<file path="src/sv/esd_pkg.sv">
// Shared types, character codes and helpers for the escape sequence decoder.
`timescale 1ns / 1ps

package esd_pkg;

    typedef struct packed {
        logic [7:0]  data_byte;
        logic [15:0] bytes_left;
    } esd_in_t;

    typedef struct packed {
        logic       has_byte;
        logic [7:0] out_byte;
        logic       end_of_string;
    } esd_out_t;

    typedef enum logic [2:0] {
        MODE_NORMAL = 3'd0,
        MODE_ESCAPE = 3'd1,
        MODE_ZERO_A = 3'd2,
        MODE_ZERO_B = 3'd3,
        MODE_HEX_HI = 3'd4,
        MODE_HEX_LO = 3'd5
    } esd_mode_t;

    localparam logic [7:0] CHAR_BACKSLASH = 8'h5C;
    localparam logic [7:0] CHAR_N         = 8'h6E;
    localparam logic [7:0] CHAR_T         = 8'h74;
    localparam logic [7:0] CHAR_R         = 8'h72;
    localparam logic [7:0] CHAR_ZERO      = 8'h30;
    localparam logic [7:0] CHAR_U         = 8'h75;
    localparam logic [7:0] BYTE_LF        = 8'h0A;
    localparam logic [7:0] BYTE_TAB       = 8'h09;
    localparam logic [7:0] BYTE_CR        = 8'h0D;
    localparam logic [7:0] BYTE_NUL       = 8'h00;

    // A \u escape needs the 'u' plus four more bytes after it.
    localparam logic [15:0] U_MIN_LEFT = 16'd5;
    localparam logic [15:0] LAST_LEFT  = 16'd1;

    // Value of one hex digit; anything that is not a hex digit counts as zero.
    function automatic logic [3:0] hex_value(input logic [7:0] c);
        logic [7:0] d;
        begin
            d = 8'd0;
            if (c >= 8'h30 && c <= 8'h39) begin
                d = c - 8'h30;
            end else if (c >= 8'h61 && c <= 8'h66) begin
                d = c - 8'h57;
            end else if (c >= 8'h41 && c <= 8'h46) begin
                d = c - 8'h37;
            end
            return d[3:0];
        end
    endfunction

endpackage

</file>
<file path="src/sv/esd_core.sv">
// Input register and escape decoding state machine.
`timescale 1ns / 1ps

module esd_core
    import esd_pkg::*;
(
    input  logic     aclk,
    input  logic     aresetn,
    input  logic     s_valid,
    output logic     s_ready,
    input  esd_in_t  s_data,
    output logic     res_valid,
    input  logic     res_ready,
    output esd_out_t res_data
);

    logic      in_valid_reg;
    esd_in_t   in_reg;
    esd_mode_t mode_reg;
    esd_mode_t mode_next;
    logic [3:0] nibble_reg;
    logic [3:0] nibble_next;
    logic      fire;
    logic      last;
    logic      have;
    logic [7:0] byte_val;

    assign fire      = in_valid_reg && res_ready;
    assign s_ready   = !in_valid_reg || res_ready;
    assign res_valid = in_valid_reg;
    assign last      = (in_reg.bytes_left == LAST_LEFT);

    always_ff @(posedge aclk) begin
        if (!aresetn) begin
            in_valid_reg <= 1'b0;
        end else if (s_ready) begin
            in_valid_reg <= s_valid;
        end
        if (s_valid && s_ready) begin
            in_reg <= s_data;
        end
    end

    always_ff @(posedge aclk) begin
        if (!aresetn) begin
            mode_reg   <= MODE_NORMAL;
            nibble_reg <= 4'd0;
        end else if (fire) begin
            mode_reg   <= mode_next;
            nibble_reg <= nibble_next;
        end
    end

    always_comb begin
        mode_next   = MODE_NORMAL;
        nibble_next = nibble_reg;
        have        = 1'b0;
        byte_val    = 8'd0;
        case (mode_reg)
            MODE_ESCAPE: begin
                have = 1'b1;
                case (in_reg.data_byte)
                    CHAR_N:    byte_val = BYTE_LF;
                    CHAR_T:    byte_val = BYTE_TAB;
                    CHAR_R:    byte_val = BYTE_CR;
                    CHAR_ZERO: byte_val = BYTE_NUL;
                    CHAR_U: begin
                        if (in_reg.bytes_left >= U_MIN_LEFT) begin
                            have      = 1'b0;
                            mode_next = MODE_ZERO_A;
                        end else begin
                            byte_val = in_reg.data_byte;
                        end
                    end
                    default:   byte_val = in_reg.data_byte;
                endcase
            end
            MODE_ZERO_A: mode_next = MODE_ZERO_B;
            MODE_ZERO_B: mode_next = MODE_HEX_HI;
            MODE_HEX_HI: begin
                nibble_next = hex_value(in_reg.data_byte);
                mode_next   = MODE_HEX_LO;
            end
            MODE_HEX_LO: begin
                have     = 1'b1;
                byte_val = {nibble_reg, hex_value(in_reg.data_byte)};
            end
            default: begin
                if (in_reg.data_byte == CHAR_BACKSLASH) begin
                    mode_next = MODE_ESCAPE;
                end else begin
                    have     = 1'b1;
                    byte_val = in_reg.data_byte;
                end
            end
        endcase
        // The end of a string always drops any escape in progress.
        if (last) begin
            mode_next   = MODE_NORMAL;
            nibble_next = 4'd0;
        end
        res_data.has_byte      = have;
        res_data.out_byte      = have ? byte_val : 8'd0;
        res_data.end_of_string = last;
    end

    a_end_resets_state: assert property (@(posedge aclk) disable iff (!aresetn)
        fire && last |=> mode_reg == MODE_NORMAL && nibble_reg == 4'd0)
        else $error("decoder state not cleared after end of string");

    a_state_holds_when_idle: assert property (@(posedge aclk) disable iff (!aresetn)
        !fire |=> $stable(mode_reg) && $stable(nibble_reg))
        else $error("decoder state changed without a transaction");

    a_zero_skip_advances: assert property (@(posedge aclk) disable iff (!aresetn)
        fire && !last && mode_reg == MODE_ZERO_A |=> mode_reg == MODE_ZERO_B)
        else $error("first zero of a \\u escape not skipped");

    a_no_byte_while_skipping: assert property (@(posedge aclk) disable iff (!aresetn)
        in_valid_reg && (mode_reg == MODE_ZERO_A || mode_reg == MODE_ZERO_B ||
        mode_reg == MODE_HEX_HI) |-> !res_data.has_byte)
        else $error("byte emitted inside a \\u escape");

endmodule

</file>
<file path="src/sv/esd_out_reg.sv">
// Result register between the decoder and the result channel.
`timescale 1ns / 1ps

module esd_out_reg
    import esd_pkg::*;
(
    input  logic     aclk,
    input  logic     aresetn,
    input  logic     res_valid,
    output logic     res_ready,
    input  esd_out_t res_data,
    output logic     m_valid,
    input  logic     m_ready,
    output esd_out_t m_data
);

    logic     m_valid_reg;
    esd_out_t m_data_reg;

    // The register takes a new result whenever it is empty or being drained.
    assign res_ready = !m_valid_reg || m_ready;
    assign m_valid   = m_valid_reg;
    assign m_data    = m_data_reg;

    always_ff @(posedge aclk) begin
        if (!aresetn) begin
            m_valid_reg <= 1'b0;
        end else if (res_ready) begin
            m_valid_reg <= res_valid;
        end
        if (res_valid && res_ready) begin
            m_data_reg <= res_data;
        end
    end

    a_empty_byte_is_zero: assert property (@(posedge aclk) disable iff (!aresetn)
        m_valid_reg && !m_data_reg.has_byte |-> m_data_reg.out_byte == 8'd0)
        else $error("result without a byte carries a nonzero value");

    a_load_when_free: assert property (@(posedge aclk) disable iff (!aresetn)
        res_valid && res_ready |=> m_valid_reg && m_data_reg == $past(res_data))
        else $error("result register missed a transaction");

    a_hold_when_stalled: assert property (@(posedge aclk) disable iff (!aresetn)
        m_valid_reg && !m_ready |=> $stable(m_data_reg))
        else $error("result register overwritten while stalled");

endmodule

</file>
<file path="src/sv/escape_sequence_decoder.sv">
// Escape sequence decoder: streams a backslash-escaped string, one byte per transaction.
//
// Input channel (s_valid, s_ready, s_data): one raw byte of the string with the
// count of bytes left including it; a count of one marks the last byte.
// Result channel (m_valid, m_ready, m_data): exactly one result per input byte.
// has_byte says whether out_byte carries a decoded byte; end_of_string is set on
// the result of the last input byte. Escapes \n \t \r \0 \\ \' \" and \u00xy
// are decoded; bytes that start or continue an escape give results without a byte.
// From input transaction to result a byte passes one input register and one
// result register, with the decode logic and a small mode register between.
// Throughput is one byte per cycle while m_ready stays high; the mode register updates once per byte.
// If the receiver stalls, the result register holds its transaction and the
// input register takes one more byte only if it is empty; after that s_ready falls until
// m_ready returns.
// Synchronous reset (aresetn low) empties both registers and returns the
// decoder to plain copy mode.
`timescale 1ns / 1ps

module escape_sequence_decoder
    import esd_pkg::*;
(
    input  logic     aclk,
    input  logic     aresetn,
    input  logic     s_valid,
    output logic     s_ready,
    input  esd_in_t  s_data,
    output logic     m_valid,
    input  logic     m_ready,
    output esd_out_t m_data
);

    logic     res_valid;
    logic     res_ready;
    esd_out_t res_data;

    esd_core u_core (
        .aclk      (aclk),
        .aresetn   (aresetn),
        .s_valid   (s_valid),
        .s_ready   (s_ready),
        .s_data    (s_data),
        .res_valid (res_valid),
        .res_ready (res_ready),
        .res_data  (res_data)
    );

    esd_out_reg u_out_reg (
        .aclk      (aclk),
        .aresetn   (aresetn),
        .res_valid (res_valid),
        .res_ready (res_ready),
        .res_data  (res_data),
        .m_valid   (m_valid),
        .m_ready   (m_ready),
        .m_data    (m_data)
    );

endmodule

</file>
<file path="config.mk">
export PLATFORM = sky130hd
export DESIGN_NAME = escape_sequence_decoder
export DESIGN_NICKNAME = d
export VERILOG_FILES = /design/src/sv/esd_pkg.sv /design/src/sv/esd_core.sv /design/src/sv/esd_out_reg.sv /design/src/sv/escape_sequence_decoder.sv
export SDC_FILE = /design/constraint.sdc
export NUM_CORES = 1
export LEC_CHECK = 0
export BUFFER_PORTS_ARGS = -buffer_cell sky130_fd_sc_hd__buf_4
export CAP_MARGIN = 20
export CORE_MARGIN = 1
export CORE_UTILIZATION = 50
export DETAILED_ROUTE_END_ITERATION = 8
export PLACE_DENSITY_LB_ADDON = 0.3
export SYNTH_ARGS = -nofsm -noshare
export SYNTH_HDL_FRONTEND = slang
export SYNTH_SLANG_ARGS = --single-unit
</file>
<file path="constraint.sdc">
create_clock -name aclk -period 2.79 [get_ports aclk]
set_input_delay 0.1395 -clock aclk [delete_from_list [all_inputs] [get_ports aclk]]
set_output_delay 0.1395 -clock aclk [all_outputs]
set_load 0.01 [all_outputs]
</file>
==> key figures, run 1 <==
Critical path
  • Levels on crit path: 7
  • Crit path max fanout: 7
  • Reg2reg start: u_core.in_reg[16]
  • Worst Setup EP: u_out_reg.m_data[4]
  • Worst Reg2Reg Path Length in Cells: 7
  • Most frequent CP cell: inv_1
  • Critical path buffer and inverter count: 2
  • CP delay by family, top: compound AO/OA/AOI/OAI gates
  • CP Launch Point: u_core.in_reg[16]
  • Worst Setup End Kind: flip-flop
  • Startpoint types: flip-flop
  • Critical path cell sequence: inv_1 > ha_1 > nor4bb_1 > a22oi_1 > o41ai_2 > inv_1 > o31a_1
  • Worst reg2reg setup slack: 0.36 ns
  • Crit Path Class: reg -> reg
  • CP Data Arrival Time: 2.48 ns
  • Peak per-stage delay on the critical path: 0.52 ns
  • R2r endpoint: u_out_reg.m_data[4]
  • CP required: 2.84 ns
  • Slowest cell on the critical path: edfxtp_1

GRT
  • Largest net degree at the start of global routing: 25
  • Vias in the first global route: 1433
  • First-pass GRT wire length: 6430 um
  • Initial antenna violation count: 0
  • GRT Total Usage: 20.0%
  • Gr ovfl total: 0

Placement
  • IO buf count: 39
  • HPWL after detailed placement: 3080 um
  • GPL Wtd Cong: 0.943
  • Post-Place Worst Slack: 0.415 ns

Layout
  • Synthesis-to-finish area growth: 19.9%
  • Max reg flops: 24
  • Nets@finish: 253
  • N_diodes: 0
  • Share of cells above drive strength 1: 24.4%

Routing
  • Iteration-0 DRC Markers: 107
  • Drt pass-1 iters: 4
  • Final WL: 4090 um
  • Via count: 1576
  • Antenna Nets Post-Route: 0
  • Drt via density: 5.82
  • Routed len/inst: 15.1 um
  • Detailed-route DRC error count: 0

Logic synthesis
  • Count leader, synth: edfxtp_1
  • Syn Area/Cell: 11.6 um^2
  • Post-synth cell types: 52
  • Async SR Flop Fraction: 0%
  • Sequential area share after synthesis: 57.6%
  • Main synth FF type: edfxtp_1
  • Post-synth net total: 213
  • Synthesized area: 2090 um^2
  • Share of the synthesized area in the top cell type: 48.9%
  • Synth cell count leaders: 34 x edfxtp_1, 15 x nor2_1, 11 x nand2_1, 10 x inv_1, 9 x dfxtp_1
  • Seq cells post-synth: 43
  • Synth warn: 0
  • Largest cells by area after synthesis: edfxtp_1 49%, dfxtp_1 8.6%, ha_1 3.0%
  • Yosys top cell by area: edfxtp_1
  • Post-Syn Instances: 180
  • Post-synth EDFFs: 34

Clock tree
  • Skew-Pair Late Insertion Delay: 0.29 ns
  • Clock transition at path regs: 0.08 ns
  • CTS tree: done
  • CTS H-tree lvls: 2
  • # hold bufs at CTS: 0
  • CTS max path bufs: 2
  • CTS resizes: 0
  • TritonCTS Buffers: 5
  • Clock Sinks: 43
  • Setup repair bufs after CTS: 0
  • CTS root buf: clkbuf_8

STA
  • Worst-Margin Slew: 0.979 ns
  • Final setup viols: 0
  • Worst rel slew slack: 34.7%
  • Final min period: 2.43 ns
  • RSZ-0062 raised after global routing: false
  • Setup TNS: 0 ns
  • Hold Fails Final Rpt: 0
  • Peak Freq: 412 MHz
  • Period utilization: 86.9%
  • Slew Viols, Final: 0
  • Final WS setup: 0.365 ns
  • Final setup skew: 0.00624 ns

Power and ir drop
  • Leak pwr: 0.000960 uW
  • PD cells: 493 nW/um^2
  • Maximum vdd drop: 0.000341 V

Floorplan
  • Die ar.: 4440 um^2
  • Die width: 66.6 um
  • Initial Util: 52.2%
  • Row Count: 23
  • Die Span Y: 66.6 um
  • Num ports: 40
  • Core area: 4000 um^2

Hold path
  • Worst hold path type: in -> reg

Flow run
  • Max cap viols: 0

Status
  • Outcome: completed
==> stage by stage <==
| step | cells | instance area, um^2 | total power (uW) | util [%] | hold WS (ns) |
|---|---|---|---|---|---|
| after floorplan | 180 | 2090 | 812 | - | 0.238 |
| after global placement | 263 | 2420 | 865 | 60.4 | 0.318 |
| after detailed placement | 263 | 2420 | 868 | 60.4 | 0.319 |
| after CTS | 271 | 2500 | 1240 | 62.6 | 0.0138 |
| after global routing | 271 | 2500 | 1280 | 62.6 | 0.00785 |
| final | 271 | 2500 | 1230 | 62.6 | 0.0200 |
==> cells in the final DEF (no fill, tap or decap), types with 2 or more instances in the layout <==
cell type	instances
inv_1	10
nand4_1	2
a22o_1	3
a22oi_1	5
nor2_1	15
a32o_1	2
a211oi_1	3
nand2b_1	2
a211oi_2	2
buf_4	40
nor4_1	3
ha_1	5
o21ai_1	7
dfxtp_1	9
and2_1	2
edfxtp_1	34
a21oi_1	6
nor3_1	5
o21ai_0	4
nand3_1	4
o21a_1	3
nor2b_1	6
mux2i_1	2
o311ai_1	2
a21o_1	2
clkbuf_8	5
o22ai_1	2
a2111o_1	2
nand2_1	11
==> worst min-delay path by stage <==
stage | cells past startpoint | end | from | slack (ns)
finish | 1 | u_core.in_reg[22] | s_data[22] | 0.02
floorplan | 0 | u_core.in_reg[0] | s_data[0] | 0.24
detailed placement | 1 | u_core.in_reg[3] | s_data[3] | 0.32
CTS | 1 | u_core.in_reg[4] | s_data[4] | 0.01
global route | 1 | u_core.in_reg[22] | s_data[22] | 0.008
global placement | 1 | u_core.in_reg[14] | s_data[14] | 0.32
==> power breakdown <==
part           total (uW)  switching [uW]  internal [uW]
logic                 107            51.8           55.6
registers             746            22.3            724
clock network         380             205            175
==> metal layers <==
layer,vias to the layer above,track usage [%],wire (um)
met3,11,4.79,303
met2,85,33.5,2010
met5,-,0,0
li1,767,-,-
met4,0,8.78,85
met1,713,24.3,1690
==> cell type report <==
| class | instances | area, um^2 |
|---|---|---|
| timing repair buffer | 40 | 300 |
| fill | 310 | 1500 |
| clock inverter | 2 | 12.5 |
| inverter | 10 | 37.5 |
| clock buffer | 6 | 72.6 |
| tap | 50 | 62.6 |
| multi-input combinational | 120 | 816 |
| sequential | 43 | 1200 |
==> cell families after synthesis <==
logic type | synth area share (%)
flops | 57.6
buf+inv | 3.36
compound gates | 19.2
simple gates | 15.9
fa+ha+maj | 3.00
mux | 0.959
==> worst reg2reg max path, cell delays in order, from the launching register on <==
cell and delay, ns:
edfxtp_1 0.52, inv_1 0.19, ha_1 0.23, nor4bb_1 0.32, a22oi_1 0.25, o41ai_2 0.45, inv_1 0.10, o31a_1 0.12
Power figures use the tool's default switching activity.
==> inputs of run 2 (changes only) <==
Settings changed: CAP_MARGIN 20 to 0, GPL_TIMING_DRIVEN set to 0.
==> run 2 against run 1 <==
  * Worst setup slack got worse by 0.15 ns
  * Power increased by 8.4%
  * Sequential power shrank 0.5%
  * Combinational power increased by 17%
  * Wire length increased by 0.88%
  * Critical path type unchanged
==> key figures, run 2 (synthesized netlist as in run 1, its figures left out) <==
Status
  • Outcome: completed

Clock tree
  • Clock transition at path regs: 0.08 ns (about the same)
  • Setup repair bufs after CTS: 0 (unchanged)
  • CTS max path bufs: 2 (unchanged)
  • CTS H-tree lvls: 2 (unchanged)
  • Skew-Pair Late Insertion Delay: 0.30 ns (about the same)
  • Clock Sinks: 43 (unchanged)
  • CTS tree: done
  • CTS root buf: clkbuf_8
  • # hold bufs at CTS: 0 (unchanged)
  • CTS resizes: 0 (unchanged)
  • TritonCTS Buffers: 5 (unchanged)

Routing
  • Antenna Nets Post-Route: 0 (unchanged)
  • Routed len/inst: 14.3 um (-5.1%)
  • Via count: 1604 (+1.8%)
  • Iteration-0 DRC Markers: 96 (-10%)
  • Drt via density: 5.57 (-4.2%)
  • Detailed-route DRC error count: 0 (unchanged)
  • Drt pass-1 iters: 4 (unchanged)
  • Final WL: 4130 um (+0.88%)

STA
  • Worst rel slew slack: 34.2% (-0.51 points)
  • Final min period: 2.58 ns (+0.155 ns)
  • Setup TNS: 0 ns (unchanged)
  • Final setup skew: 0.00880 ns (+0.00255 ns)
  • Peak Freq: 388 MHz (-6.0%)
  • Worst-Margin Slew: 0.987 ns (+0.00762 ns)
  • Final setup viols: 0 (unchanged)
  • RSZ-0062 raised after global routing: false
  • Hold Fails Final Rpt: 0 (unchanged)
  • Hold Slack: 0.0199 ns (-0.000145 ns)
  • Period utilization: 92.5% (+5.5 points)
  • Slew Viols, Final: 0 (unchanged)

Floorplan
  • Core area: 4000 um^2 (unchanged)
  • Num ports: 40 (unchanged)
  • Die ar.: 4440 um^2 (unchanged)
  • Row Count: 23 (unchanged)
  • Die width: 66.6 um (unchanged)
  • Initial Util: 52.2% (unchanged)
  • Die Span Y: 66.6 um (unchanged)

Power and ir drop
  • Net Sw Frac: 20.9% (-1.7 points)
  • Reg power frac: 55.5% (-5.0 points)
  • Gate power share: 9.4% (+0.7 points)
  • Internal power: 1060 uW (+11%)
  • Pwr Total: 1340 uW (+8.4%)
  • Leak pwr: 0.00103 uW (+7.1%)
  • Net Sw Power: 279 uW (+0.20%)
  • Clock share of power: 35.1% (+4.3 points)
  • PD cells: 502 nW/um^2 (+1.8%)
  • Maximum vdd drop: 0.000336 V (-1.5%)

Layout
  • Max reg flops: 24 (unchanged)
  • Most frequent cells in the layout: 39 x buf_4, 34 x edfxtp_1, 15 x nor2_1
  • Most common cell after layout, fill and taps aside: buf_4
  • Synthesis-to-finish area growth: 27.7%
  • Nets@finish: 270 (+6.7%)
  • Share of cells above drive strength 1: 23.1% (-1.3 points)
  • N_diodes: 0 (unchanged)
  • Fillers: 293 (-5.5%)

GRT
  • Largest net degree at the start of global routing: 25 (unchanged)
  • GRT Total Usage: 19.6% (-0.37 points)
  • Global route hottest layer: met2
  • Vias in the first global route: 1483 (+3.5%)
  • Routing usage on met3: 6.34% (+1.5 points)
  • GR Layer Usage met2: 32.7% (-0.76 points)
  • Gr ovfl total: 0 (unchanged)
  • First-pass GRT wire length: 6300 um (-2.0%)
  • Initial antenna violation count: 0 (unchanged)
  • Met1 Use GR: 22.2% (-2.0 points)

Placement
  • IO buf count: 38 (-2.6%)
  • GPL Wtd Cong: 0.908 (-3.7%)
  • HPWL after detailed placement: 2980 um (-3.3%)

Critical path
  • Crit Path Class: reg -> reg
  • Worst Setup End Kind: flip-flop
  • Reg2reg start: u_core.in_reg[16]
  • CP Data Arrival Time: 2.62 ns (+0.14 ns)
  • Startpoint types: flip-flop
  • Crit path max fanout: 10 (+3)
  • CP required: 2.83 ns (about the same)
  • CP Launch Point: u_core.in_reg[16]

Hold path
  • Worst hold path type: in -> reg
  • Worst min-delay path startpoint: s_data[3]

Flow run
  • Max cap viols: 0 (unchanged)
run 2: path summary, 6_finish.rpt:
| path | slack, ns | cells past startpoint | end |
|---|---|---|---|
| worst max register to register | 0.21 | 8 | u_out_reg.m_data[4] |
| worst min register to register | 0.49 | 1 | u_core.nibble_reg[0] |
| worst min-delay path | 0.02 | 1 | u_core.in_reg[3] |
| worst max-delay path | 0.21 | 8 | u_out_reg.m_data[4] |
run 2: through the flow:
step / instance area (um^2) / cells / util (%) / setup slack [ns]
6_report: 2670 / 288 / 66.6 / 0.210
2_1_floorplan: 2090 / 180 / - / 0.602
4_1_cts: 2540 / 276 / 63.6 / 0.219
3_5_place_dp: 2430 / 268 / 60.9 / 0.231
5_1_grt: 2670 / 288 / 66.6 / 0.0724
3_3_place_gp: 2430 / 268 / 60.9 / 0.224
run 2: per-layer routing:
metal | wire, um | share of wire (%)
met5 | 0 | 0
met2 | 2070 | 50
met3 | 276 | 6.7
met4 | 104 | 2.5
met1 | 1680 | 41
run 2: layout make-up:
class	count	area, um^2	area share [%]
plain buffers	7	32.5	1.22
clock buffers	6	72.6	2.72
clock inverters	2	37.5	1.41
inverters	10	37.5	1.41
multi-input cells	120	816	30.6
flip-flops and latches	43	1200	45.1
well taps	50	62.6	2.35
repair buffers	50	405	15.2
run 2: critical path, cell delays in order, from the launching register on:
cell	delay, ns
edfxtp_1	0.54
inv_1	0.21
ha_1	0.23
nor4bb_1	0.33
a22oi_1	0.15
buf_2	0.21
o41ai_2	0.41
inv_1	0.12
o31a_1	0.13
run 2: power groups by stage:
stage / Combinational (uW) / Clock [uW] / Sequential, uW
4_1_cts: 112 / 477 / 742
2_1_floorplan: 57.5 / 0 / 754
5_1_grt: 137 / 503 / 745
6_report: 125 / 470 / 742
3_5_place_dp: 112 / 0 / 757
3_3_place_gp: 109 / 0 / 755
==> inputs of run 3 (changes only) <==
Settings changed: CORE_UTILIZATION 50 to 45.
==> run 3 against run 2 <==
  * Non-clock buffer count fell by 10
  * Die area rose by 11%
  * Combinational power fell by 9.6%
  * Clock skew fell by 0.0040 ns
  * First-iteration DRC count fell by 4.2%
  * Wire length fell by 8.6%
  * Maximum frequency fell by 1.5%
  * Clock power fell by 19%
  * Power fell by 7.6%
  * Largest cell class unchanged
  * Sequential share of layout area rose by 2.1 points
  * Critical path depth did not move
  * Worst hold slack got worse by 0.0068 ns
==> key figures, run 3 (synthesized netlist as in run 1, its figures left out) <==
STA
  • Setup TNS: 0 ns (unchanged)
  • Slew Viols, Final: 0 (unchanged)
  • Hold Fails Final Rpt: 0 (unchanged)
  • Worst-Margin Slew: 0.979 ns (-0.00811 ns)
  • Final min period: 2.62 ns (+0.0399 ns)
  • Worst rel slew slack: 34.8% (+0.54 points)
  • Period utilization: 93.9% (+1.4 points)
  • Final setup viols: 0 (unchanged)
  • Peak Freq: 382 MHz (-1.5%)
  • Final setup skew: 0.00481 ns (-0.00399 ns)
  • RSZ-0062 raised after global routing: false
  • Hold Slack: 0.0131 ns (-0.00676 ns)

Routing
  • Drt via density: 5.57 (about the same)
  • Final WL: 3770 um (-8.6%)
  • Detailed-route DRC error count: 0 (unchanged)
  • Drt pass-1 iters: 4 (unchanged)
  • Via count: 1559 (-2.8%)
  • Antenna Nets Post-Route: 0 (unchanged)
  • Routed len/inst: 13.5 um (-6.0%)
  • Iteration-0 DRC Markers: 92 (-4.2%)

Status
  • Outcome: completed

GRT
  • First-pass GRT wire length: 6280 um (-0.32%)
  • GRT Total Usage: 16.7% (-3.0 points)
  • Vias in the first global route: 1434 (-3.3%)
  • Gr ovfl total: 0 (unchanged)
  • Initial antenna violation count: 0 (unchanged)
  • Largest net degree at the start of global routing: 25 (unchanged)

Layout
  • Most frequent cells in the layout: 39 x buf_4, 34 x edfxtp_1, 15 x nor2_1
  • Synthesis-to-finish area growth: 22.0%
  • N_diodes: 0 (unchanged)
  • Most common cell after layout, fill and taps aside: buf_4
  • Finished Layout Cells: 280 (-2.8%)
  • Seq. cell area: 1200 um^2 (unchanged)
  • Post-route cell area: 2550 um^2 (-4.5%)
  • Fillers: 378 (+29%)
  • Max reg flops: 24 (unchanged)
  • Multi-input logic area: 816 um^2 (unchanged)
  • Share of cells above drive strength 1: 24.6% (+1.5 points)
  • Nets@finish: 260 (-3.7%)

Floorplan
  • Core area: 4410 um^2 (+10%)
  • Die Span Y: 70.1 um (+5.2%)
  • Initial Util: 47.3% (-4.9 points)
  • Row Count: 24 (+4.3%)
  • Num ports: 40 (unchanged)
  • Die ar.: 4910 um^2 (+11%)
  • Die width: 70.1 um (+5.2%)

Critical path
  • Startpoint types: flip-flop
  • Crit path max fanout: 10 (unchanged)
  • Critical path buffer and inverter count: 3 (unchanged)
  • Most frequent CP cell: inv_1
  • Worst Setup End Kind: flip-flop
  • CP required: 2.84 ns (about the same)
  • Reg2reg start: u_core.in_reg[16]
  • Worst reg2reg setup slack: 0.17 ns (-0.04 ns)
  • Critical path cell sequence: inv_1 > ha_1 > nor4bb_1 > a22oi_1 > buf_2 > o41ai_2 > inv_1 > o31a_1
  • CP delay by family, top: compound AO/OA/AOI/OAI gates
  • Slowest cell on the critical path: edfxtp_1
  • CP Data Arrival Time: 2.67 ns (+0.05 ns)
  • Worst Reg2Reg Path Length in Cells: 8 (unchanged)
  • Peak per-stage delay on the critical path: 0.54 ns (about the same)
  • R2r endpoint: u_out_reg.m_data[4]
  • Crit Path Class: reg -> reg

Flow run
  • Max cap viols: 0 (unchanged)

Clock tree
  • CTS resizes: 0 (unchanged)
  • Clock transition at path regs: 0.08 ns (about the same)
  • Clock Sinks: 43 (unchanged)
  • CTS tree: done
  • CTS max path bufs: 2 (unchanged)
  • Skew-Pair Late Insertion Delay: 0.30 ns (about the same)
  • CTS root buf: clkbuf_8
  • CTS H-tree lvls: 2 (unchanged)
  • TritonCTS Buffers: 5 (unchanged)

Placement
  • Post-DP Area: 2440 um^2 (+0.10%)
  • HPWL after detailed placement: 2840 um (-4.6%)
  • IO buf count: 38 (unchanged)
  • GPL Wtd Cong: 0.830 (-8.6%)
  • Placed Cells: 270 (+0.75%)

Hold path
  • Worst min-delay path startpoint: s_data[13]
  • Worst hold path type: in -> reg
  • Hold Crit Endpoint: u_core.in_reg[13]
  • Hold Path Depth: 1 (unchanged)

Power and ir drop
  • Leak pwr: 0.000975 uW (-5.2%)
  • Maximum vdd drop: 0.000316 V (-5.9%)
  • PD cells: 485 nW/um^2 (-3.3%)
[run 3: cell types whose count changed in the layout (fill, tap and decap cells not counted), sizes merged]
cell | before | now
bufinv | 1 | 0
clkinvlp | 1 | 2
clkinv | 0 | 1
dlygate4sd3 | 12 | 2
clkbuf | 10 | 9
[run 3: layout make-up]
| class | instances | area share, % |
|---|---|---|
| Clock buffer | 5 | 2.70 |
| Multi-Input combinational cell | 120 | 32.0 |
| Timing Repair Buffer | 40 | 12.0 |
| Clock inverter | 3 | 0.786 |
| Inverter | 10 | 1.47 |
| Sequential cell | 43 | 47.2 |
| Tap cell | 52 | 2.56 |
| Buffer | 7 | 1.28 |
[run 3: layer usage]
| metal | GRT usage [%] | wire, um | up-vias | share of wire [%] |
|---|---|---|---|---|
| met1 | 20.0 | 1590 | 715 | 42 |
| met3 | 5.05 | 260 | 6 | 6.9 |
| li1 | - | - | 778 | - |
| met2 | 28.3 | 1870 | 60 | 50 |
| met4 | 5.78 | 53 | 0 | 1.4 |
| met5 | 0 | 0 | - | 0 |
[run 3: worst max path at each step]
stage / start / to / slack [ns] / cells after the start
finish: u_core.in_reg[16] / u_out_reg.m_data[4] / 0.17 / 8
floorplan: u_core.in_reg[16] / u_out_reg.m_data[4] / 0.60 / 8
global placement: u_core.in_reg[16] / u_out_reg.m_data[4] / 0.22 / 8
global route: u_core.in_reg[16] / u_out_reg.m_data[4] / 0.02 / 8
CTS: u_core.in_reg[16] / u_out_reg.m_data[4] / 0.19 / 8
detailed placement: u_core.in_reg[16] / u_out_reg.m_data[4] / 0.19 / 8
[run 3: metrics by stage]
step / util (%) / total power, uW / setup slack, ns
floorplan: - / 812 / 0.602
global placement: 55.2 / 865 / 0.222
detailed placement: 55.2 / 867 / 0.193
CTS: 57.2 / 1250 / 0.186
global route: 57.7 / 1290 / 0.0221
finish: 57.7 / 1240 / 0.171
[run 3: power breakdown]
group          internal, uW  switching (uW)
combinational          58.0            55.0
clock                   174             207
sequential              724            17.5
total                   956             280
[run 3: what timing repair did]
item | CTS | global route
endpoints found under the hold margin | 0 | 2
setup buffers | 0 | 0
hold buffers | 0 | 2
[run 3: worst register-to-register path, cell delays in order, from the launching register on]
cell      delay (ns)
edfxtp_1        0.54
inv_1           0.22
ha_1            0.23
nor4bb_1        0.38
a22oi_1         0.16
buf_2           0.21
o41ai_2         0.41
inv_1           0.10
o31a_1          0.12
